[src/sv/tlsed_pkg.sv]
package tlsed_pkg;

  localparam int DIV_W  = 8;
  localparam int THR_W  = 16;
  localparam int OUT_W  = 16;
  localparam int EDGE_W = 2;
  localparam int CFG_IDX_W = 2;
  localparam int CFG_DATA_W = 16;

  localparam logic [CFG_IDX_W-1:0] CFG_IDX_DIVISOR   = 2'd0;
  localparam logic [CFG_IDX_W-1:0] CFG_IDX_THRESHOLD = 2'd1;

  localparam logic [EDGE_W-1:0] EDGE_NONE    = 2'd0;
  localparam logic [EDGE_W-1:0] EDGE_PRESS   = 2'd1;
  localparam logic [EDGE_W-1:0] EDGE_RELEASE = 2'd2;

  localparam logic [DIV_W-1:0] DIVISOR_RST   = 8'd3;
  localparam logic [THR_W-1:0] THRESHOLD_RST = 16'd40;
  localparam int LEVEL_NOW_RST    = 65;
  localparam int LEVEL_BEFORE_RST = 54;

  typedef enum logic [1:0] {
    ST_IDLE,
    ST_DIVIDE,
    ST_FINISH
  } state_t;

  typedef struct packed {
    logic div_start;
    logic level_load;
    logic out_load;
  } seq_ctl_t;

endpackage

[src/sv/touch_level_smoother_edge_detect.sv]
// An accepted item starts the divider; ST_DIVIDE updates the level on done,
//   and ST_FINISH loads the output register once it is free. The restoring
//   divider produces one quotient bit per cycle; in_stall is high outside ST_IDLE.
// The output register lets the next item in while a result waits.
// Reset (rst_n low, synchronous): divisor 3, threshold 40, level 65,
//   previous level 54, touched flag clear, no result pending.
module touch_level_smoother_edge_detect #(
  parameter int SAMPLE_WIDTH = 16
) (
  input  logic                                 clk,
  input  logic                                 rst_n,
  // configuration
  input  logic                                 cfg_we,
  input  logic [tlsed_pkg::CFG_IDX_W-1:0]      cfg_index,
  input  logic [tlsed_pkg::CFG_DATA_W-1:0]     cfg_wdata,
  // input items
  input  logic                                 in_valid,
  output logic                                 in_stall,
  input  logic [SAMPLE_WIDTH-1:0]              in_raw_sample,
  // result items
  output logic                                 out_valid,
  input  logic                                 out_stall,
  output logic [tlsed_pkg::OUT_W-1:0]          out_smoothed_level,
  output logic                                 out_touched,
  output logic [tlsed_pkg::EDGE_W-1:0]         out_edge_kind
);

  localparam int SW = SAMPLE_WIDTH;
  // Compare width: wide enough for both the level and the 16-bit threshold.
  localparam int CW = (SW > tlsed_pkg::THR_W) ? SW : tlsed_pkg::THR_W;

  // Configuration registers
  logic [tlsed_pkg::DIV_W-1:0] divisor_r;
  logic [tlsed_pkg::THR_W-1:0] threshold_r;

  // Smoother state
  logic [SW-1:0] level_r, level_nxt;
  logic [SW-1:0] before_r;
  logic          flag_r, flag_nxt;
  logic          up_r;

  // Sequencer
  tlsed_pkg::state_t   state_r, state_nxt;
  tlsed_pkg::seq_ctl_t ctl;

  // Output register
  logic                         out_valid_r;
  logic [tlsed_pkg::OUT_W-1:0]  out_level_r;
  logic                         out_touched_r;
  logic [tlsed_pkg::EDGE_W-1:0] out_edge_r;

  logic                         in_accept;
  logic                         out_free;
  logic                         div_done;
  logic [SW-1:0]                quotient;
  logic [SW-1:0]                diff;
  logic                         sample_up;
  logic [tlsed_pkg::DIV_W-1:0]  div_eff;
  logic [CW-1:0]                thr_ext, prev_ext, now_ext;
  logic [tlsed_pkg::EDGE_W-1:0] edge_nxt;

  assign in_accept = in_valid && !in_stall;
  assign out_free  = !out_valid_r || !out_stall;
  assign in_stall  = (state_r != tlsed_pkg::ST_IDLE);

  // A zero divisor acts as one: the level jumps straight to the sample.
  assign div_eff = (divisor_r == '0) ? tlsed_pkg::DIV_W'(1) : divisor_r;

  // Magnitude of the step, taken in the accept cycle.
  always_comb begin
    sample_up = (in_raw_sample > level_r);
    diff      = sample_up ? (in_raw_sample - level_r) : (level_r - in_raw_sample);
  end

  tlsed_div #(
    .WIDTH(SW)
  ) u_div (
    .clk      (clk),
    .rst_n    (rst_n),
    .start    (ctl.div_start),
    .dividend (diff),
    .divisor  (div_eff),
    .done     (div_done),
    .quotient (quotient)
  );

  // Next-state logic
  always_comb begin
    state_nxt = state_r;
    unique case (state_r)
      tlsed_pkg::ST_IDLE: begin
        if (in_valid) state_nxt = tlsed_pkg::ST_DIVIDE;
      end
      tlsed_pkg::ST_DIVIDE: begin
        if (div_done) state_nxt = tlsed_pkg::ST_FINISH;
      end
      tlsed_pkg::ST_FINISH: begin
        if (out_free) state_nxt = tlsed_pkg::ST_IDLE;
      end
      default: state_nxt = tlsed_pkg::ST_IDLE;
    endcase
  end

  // Sequencer outputs
  always_comb begin
    ctl = '0;
    unique case (state_r)
      tlsed_pkg::ST_IDLE:   ctl.div_start  = in_valid;
      tlsed_pkg::ST_DIVIDE: ctl.level_load = div_done;
      tlsed_pkg::ST_FINISH: ctl.out_load   = out_free;
      default: ctl = '0;
    endcase
  end

  // Quotient never exceeds the difference, so no wrap here.
  assign level_nxt = up_r ? (level_r + quotient) : (level_r - quotient);

  // Crossing detect: previous step's level against the new one.
  always_comb begin
    thr_ext  = CW'(threshold_r);
    prev_ext = CW'(before_r);
    now_ext  = CW'(level_r);
    edge_nxt = tlsed_pkg::EDGE_NONE;
    flag_nxt = flag_r;
    if (prev_ext > thr_ext && now_ext < thr_ext) begin
      edge_nxt = tlsed_pkg::EDGE_PRESS;
      flag_nxt = 1'b1;
    end else if (prev_ext < thr_ext && now_ext > thr_ext) begin
      edge_nxt = tlsed_pkg::EDGE_RELEASE;
      flag_nxt = 1'b0;
    end
  end

  always_ff @(posedge clk) begin
    if (!rst_n) begin
      state_r     <= tlsed_pkg::ST_IDLE;
      divisor_r   <= tlsed_pkg::DIVISOR_RST;
      threshold_r <= tlsed_pkg::THRESHOLD_RST;
      level_r     <= SW'(tlsed_pkg::LEVEL_NOW_RST);
      before_r    <= SW'(tlsed_pkg::LEVEL_BEFORE_RST);
      flag_r      <= 1'b0;
      out_valid_r <= 1'b0;
    end else begin
      state_r <= state_nxt;
      if (cfg_we) begin
        unique case (cfg_index)
          tlsed_pkg::CFG_IDX_DIVISOR:
            divisor_r <= cfg_wdata[tlsed_pkg::DIV_W-1:0];
          tlsed_pkg::CFG_IDX_THRESHOLD:
            threshold_r <= cfg_wdata[tlsed_pkg::THR_W-1:0];
          default: ;  // unknown index: ignored
        endcase
      end
      if (ctl.level_load) level_r <= level_nxt;
      if (ctl.out_load) begin
        before_r <= level_r;
        flag_r   <= flag_nxt;
      end
      if (ctl.out_load) begin
        out_valid_r <= 1'b1;
      end else if (!out_stall) begin
        out_valid_r <= 1'b0;
      end
    end
  end

  // Payload registers
  always_ff @(posedge clk) begin
    if (in_accept) up_r <= sample_up;
    if (ctl.out_load) begin
      out_level_r   <= tlsed_pkg::OUT_W'(now_ext);
      out_touched_r <= flag_nxt;
      out_edge_r    <= edge_nxt;
    end
  end

  assign out_valid          = out_valid_r;
  assign out_smoothed_level = out_level_r;
  assign out_touched        = out_touched_r;
  assign out_edge_kind      = out_edge_r;

endmodule

[src/sv/tlsed_div.sv]
// Restoring divider, one quotient bit per cycle.
module tlsed_div #(
  parameter int WIDTH = 16
) (
  input  logic                         clk,
  input  logic                         rst_n,
  input  logic                         start,
  input  logic [WIDTH-1:0]             dividend,
  input  logic [tlsed_pkg::DIV_W-1:0]  divisor,
  output logic                         done,
  output logic [WIDTH-1:0]             quotient
);

  localparam int CNT_W = $clog2(WIDTH + 1);
  localparam int DW    = tlsed_pkg::DIV_W;

  logic [DW-1:0]    rem_r, rem_nxt;
  logic [WIDTH-1:0] quo_r, quo_nxt;
  logic [CNT_W-1:0] cnt_r, cnt_nxt;
  logic [DW-1:0]    dvsr_r, dvsr_nxt;
  logic             busy_r, busy_nxt;
  logic             done_r, done_nxt;

  logic [DW:0]   shifted;
  logic [DW-1:0] trial;
  logic          fits;

  // Remainder stays below the divisor, so the trial difference fits in DW bits.
  always_comb begin
    shifted = {rem_r, quo_r[WIDTH-1]};
    fits    = (shifted >= {1'b0, dvsr_r});
    trial   = DW'(shifted - {1'b0, dvsr_r});
  end

  always_comb begin
    rem_nxt  = rem_r;
    quo_nxt  = quo_r;
    cnt_nxt  = cnt_r;
    dvsr_nxt = dvsr_r;
    busy_nxt = busy_r;
    done_nxt = 1'b0;
    if (start) begin
      rem_nxt  = '0;
      quo_nxt  = dividend;
      cnt_nxt  = CNT_W'(WIDTH);
      dvsr_nxt = divisor;
      busy_nxt = 1'b1;
    end else if (busy_r) begin
      rem_nxt = fits ? trial : shifted[DW-1:0];
      quo_nxt = {quo_r[WIDTH-2:0], fits};
      cnt_nxt = cnt_r - CNT_W'(1);
      if (cnt_r == CNT_W'(1)) begin
        busy_nxt = 1'b0;
        done_nxt = 1'b1;
      end
    end
  end

  always_ff @(posedge clk) begin
    if (!rst_n) begin
      busy_r <= 1'b0;
      done_r <= 1'b0;
      cnt_r  <= '0;
    end else begin
      busy_r <= busy_nxt;
      done_r <= done_nxt;
      cnt_r  <= cnt_nxt;
    end
  end

  always_ff @(posedge clk) begin
    rem_r  <= rem_nxt;
    quo_r  <= quo_nxt;
    dvsr_r <= dvsr_nxt;
  end

  assign done     = done_r;
  assign quotient = quo_r;

endmodule

[config.mk]
export PLATFORM = sky130hd
export DESIGN_NAME = touch_level_smoother_edge_detect
export DESIGN_NICKNAME = d
export VERILOG_FILES = /design/src/sv/tlsed_pkg.sv /design/src/sv/touch_level_smoother_edge_detect.sv /design/src/sv/tlsed_div.sv
export SDC_FILE = /design/constraint.sdc
export NUM_CORES = 1
export LEC_CHECK = 0
export BUFFER_PORTS_ARGS = -buffer_cell sky130_fd_sc_hd__buf_2
export CORE_ASPECT_RATIO = 0.9
export CORE_MARGIN = 4
export CORE_UTILIZATION = 55
export DETAILED_ROUTE_END_ITERATION = 10
export PLACE_DENSITY = 0.74
export SLEW_MARGIN = 40
export SYNTH_ARGS = -nofsm -noshare
export SYNTH_HDL_FRONTEND = slang
export SYNTH_HIERARCHICAL = 1
export SYNTH_SLANG_ARGS = --single-unit
[constraint.sdc]
create_clock -name clk -period 6.3 [get_ports clk]
set_clock_uncertainty 0.15 [all_clocks]
set_input_delay 0.63 -clock clk [delete_from_list [all_inputs] [get_ports clk]]
set_output_delay 0.63 -clock clk [all_outputs]
set_load 0.005 [all_outputs]
# Word-level counts from Yosys, hierarchy flattened
# Cells that the tools add are included.
word_totals:
  register_bits: 119
  in_bits: 39
  output_inout_bits: 21
  word_cells: 80
classes:
  n_addsub: 6
  n_lt_le_gt_ge: 6
  n_eq_ne: 8
  mux: 23
  n_bitwise: 2
  reduce_logical: 17
ops:
  columns: ["cell", "n"]
  rows:
  - ["$mux W16", 4]
  - ["$gt A16 B16 Y1", 3]
  - ["$sub A16 B16 Y16", 3]
  - ["$lt A16 B16 Y1", 2]
  - ["$add A16 B16 Y16", 1]
  - ["$mux W1", 11]
  - ["$mux W5", 2]
  - ["$ge A9 B8 Y1", 1]
  - ["$logic_not A8 Y1", 1]
  - ["$mux W2", 4]
  - ["$mux W8", 1]
  - ["$sub A8 B8 Y8", 1]
  - ["$pmux W2 S3", 1]
  - ["$eq A5 B1 Y1 const B", 1]
  - ["$sub A5 B1 Y5 const B", 1]
  - ["$eq A2 B1 Y1 const B", 2]
  - ["$logic_not A2 Y1", 2]
  - ["$ne A2 B1 Y1 const B", 2]
  - ["$ne A2 B2 Y1 const B", 2]
  - ["$reduce_and A2 Y1", 2]
  - ["$reduce_bool A2 Y1", 2]
  - ["$logic_and A1 B1 Y1", 3]
  - ["$logic_not A1 Y1", 3]
  - ["$reduce_and A3 Y1", 1]
  - ["5 further kinds", 6]

# Longest topological paths before layout
depth:
  ltp_word: 4
  mapped_depth: 14
  mapped_depth_nobuf: 14

# By module
# Netlist, hierarchy kept.
modules_own_cells:
  columns: ["module", "n_inst", "cells_each", "area_each_um2", "seq_area_each_um2"]
  rows:
  - ["touch_level_smoother_edge_detect", 1, 748, 6227.2, 1801.7]
  - ["tlsed_div", 1, 166, 1963.1, 1021.0]

# Least setup slack after synthesis
# OpenSTA, ideal clock, no wires.
synth_timing:
  path_kind: "flip-flop to flip-flop"
  from: "register u_div.quo_r[5] (netlist: u_div/quotient[5])"
  to: "register level_r[15]"
  setup_time_ps: 76
  arrival_ps: 3195
  required_ps: 6074
  path_slack_ps: 2879
  path_stages_with_launch: 13
  n_path_buf: 0
  synth_period_minus_slack_ps: 3421
  cell_sequence: "edfxtp_1 or4_4 nor4_1 a21oi_1 xor2_1 ha_1 a211oi_1 o21ai_0 a211oi_1 o21ai_0 xnor2_1 or3_1 a21boi_0"
synth_via:
  elab_chain_cells: 2
  word_cells_on_any_way: 3
  classes_between: "add/sub: 2; mux: 1"
synth_lines:
  columns: ["element", "line", "text"]
  rows:
  - ["start, declared", "tlsed_div.sv:18", "logic [WIDTH-1:0] quo_r, quo_nxt;"]
  - ["start signal, assigned", "tlsed_div.sv:73", "quo_r <= quo_nxt;"]
  - ["$sub A16 B16 Y16 / $add A16 B16 Y16 (equally long branches)", "touch_level_smoother_edge_detect.sv:116", "assign level_nxt = up_r ? (level_r + quotient) : (level_r - quotient);"]
  - ["$mux W16 (*)", "touch_level_smoother_edge_detect.sv:116", null]
  - ["end signal, assigned", "touch_level_smoother_edge_detect.sv:139", "level_r <= SW'(tlsed_pkg::LEVEL_NOW_RST);"]
  - ["end signal, assigned", "touch_level_smoother_edge_detect.sv:154", "if (ctl.level_load) level_r <= level_nxt;"]
  - ["end, declared", "touch_level_smoother_edge_detect.sv:37", "logic [SW-1:0] level_r, level_nxt;"]
# Mark *: on every way between the ends. The rest lies on a longest branch, timed or not.
# A chain may end at the register's enable or synchronous reset.

# Worst setup path in the final report
# Ends and elaborated chain as after synthesis.

==> metrics.txt <==
CP endpoint kind flop; Hold Fails Final Rpt 0; RSZ-0062 raised after global routing no; Reg2Reg Setup Slack approximately 2.2 ns; post-synthesis area per instance about 9.0 um^2; leakage 3.97 nW; num rows 42; Commonest cells post-synth nand2_1, ha_1, inv_1, dfxtp_1, a21oi_1; CTS resizes 0; initial core utilization approximately 56%; pwr dens 260 nW/um^2; peak supply drop around 0.21 mV; WP data required roughly 6.5 ns; Post-CTS Setup Bufs 0; Synth area leader dfxtp_1; asr flop ratio synth 0%; Yosys reg bits 119; WS Path Type reg2reg; Synth Warn # 6; post-layout minimum cycle time 4.07 ns; total track usage 23.0%; # IOs 60; clock transition at the registers of the reported paths approximately 0.060 ns; IO Port Bufs 59; die area 16900 um^2; largest net degree at the start of global routing 67; routability congestion estimate 0.917; area share of the largest cell type after synthesis a little under a fifth; commonest register cell after synthesis dfxtp_1; Hold/Removal Path Class reg2reg; CTS tree yes; nets@finish 1091; 1st-iter DRT viols 430; H-tree depth 4; clock latency on the worst-skew pair roughly 0.42 ns; top-count cell post-synth nand2_1; Worst Reg-to-Reg Cells 12; crit path DAT 4.26 ns; synthesis-to-finish area growth 12.4%; r2r startpoint u_div/quotient[5]; CP Launch Point u_div/quotient[5]; distinct cell type count after synthesis 63; antenna cells 0; die width 137 um; vias per cell between 5 and 6; vias in the first global route 6174; Tcrit/Tclk final 64.6%; number of flops mapped to enable cells by yosys 44; Hold Buf Count CTS 0; Seq/Total Area, Yosys between 30% and 40%; layout cells sized above 1 13.5%; Max Freq 246 MHz; startpoint types flop; HPWL Detailed 13.9 mm; Max-Cap Viols 0; hold endpoint u_div/dvsr_r[2]; Syn Nets 1049; initial antenna violation count 0; Pins Over Slew Limit 0; Synth Instances 914; Core Area 14700 um^2; final setup fails 0; GR Overflow Total 0; drt pass-1 iters 5; Least-Margin Pin Slew 0.789 ns; final hold slack 0.302 ns; R2R Path End level_r[15]; main area contributors after synthesis dfxtp_1, edfxtp_1, ha_1; Max-slew headroom between 40% and 50%; Remaining DRCs 0; maximum clock path buffer count 2; Hold Path Stages 0; vias 6593; die height around 120 um; first-pass GRT wire length ~31 mm; status complete, no violations; Final TNS setup 0 ns; CTS Buf Count 17; WL final 18.6 mm; routed len/inst ~16 um; Mapped Area between 8000 and 9000 um^2; maximum fanout along the worst path 5; CTS root buffer clkbuf_16; remaining antenna violation count after routing 0; hold_sp divisor_r[2]; Sink Count 119
flip-flops by register name, summed over array words and instances (netlist names):
register            cells
before_r               16
level_r                16
out_smoothed_level     16
thr_ext                16
u_div/quotient         16
divisor_r               8
u_div/dvsr_r            8
u_div/rem_r             8
u_div/cnt_r             5
out_edge_kind           2
state_r                 2
flag_r                  1
out_touched             1
out_valid               1
u_div/busy_r            1
u_div/done              1
up_r                    1
critical path, cell delays in order, from the launching register on:
cell	delay, ns
edfxtp_1	0.45
or4_4	0.60
nor4_1	0.59
a21oi_1	0.18
xor2_1	0.21
ha_1	0.27
a211oi_1	0.31
o21ai_0	0.14
a211oi_1	0.28
o21ai_0	0.17
xnor2_1	0.16
or3_1	0.31
a21boi_0	0.16
report_power, final:
part / internal, mW / leakage [nW] / switching, mW
Sequential: 0.849 / 1.03 / 0.0425
Combinational: 0.220 / 2.65 / 0.281
Clock: 0.657 / 0.292 / 0.344
layout make-up:
type,count,area (um^2)
inverter,84,315
clock buffer,18,429
tap,198,248
clock inverter,14,183
multi-input combinational,670,4870
timing repair buffer,64,333
fill,1252,5460
sequential,119,2820
logic make-up after synthesis:
kind of cell    share of synthesized area [%]
simple gates                             15.8
compound gates                           18.0
buf+inv                                  6.25
flops                                    34.5
fa+ha+maj                                15.0
xor+xnor                                 5.35
mux                                      5.06
through the flow:
| stage | setup slack (ns) | instance area (um^2) | instances | utilization, % | total power [mW] |
|---|---|---|---|---|---|
| floorplan | 2.88 | 8190 | 914 | - | 1.30 |
| global placement | 2.20 | 8580 | 1135 | 58.5 | 1.39 |
| detailed placement | 2.38 | 8590 | 1135 | 58.6 | 1.40 |
| CTS | 2.34 | 9200 | 1167 | 62.8 | 2.40 |
| global route | 2.01 | 9200 | 1167 | 62.8 | 2.51 |
| finish | 2.23 | 9200 | 1167 | 62.8 | 2.39 |
layer usage:
layer / share of wire (%) / global-route usage, % / up-vias
met4: 1.3 / 5.54 / 0
li1: - / - / 3320
met3: 5.2 / 4.81 / 19
met5: 0 / 0 / -
met1: 48 / 32.5 / 3105
met2: 45 / 36.3 / 149
worst max path at each step:
stage,end,depth (start not counted)
floorplan,level_r[15],12
global placement,u_div/quotient[12],11
detailed placement,level_r[15],12
CTS,level_r[15],12
global route,level_r[15],12
finish,level_r[15],12
cells in the final DEF (no fill, tap or decap), types with 17 or more instances in the layout:
cell type / synthesis / routed
xnor2_1: 22 / 22
dfxtp_1: 75 / 75
mux2i_1: 20 / 20
a21o_1: 21 / 21
o21ai_0: 41 / 41
nor2_1: 48 / 47
clkbuf_16: 0 / 17
buf_2: 7 / 59
nand2_1: 104 / 104
inv_1: 84 / 84
edfxtp_1: 44 / 44
a21oi_1: 58 / 58
mux2_2: 19 / 19
ha_1: 92 / 92
a21boi_0: 31 / 31
xor2_1: 28 / 28
No activity file was read; power rests on OpenSTA's default activity.
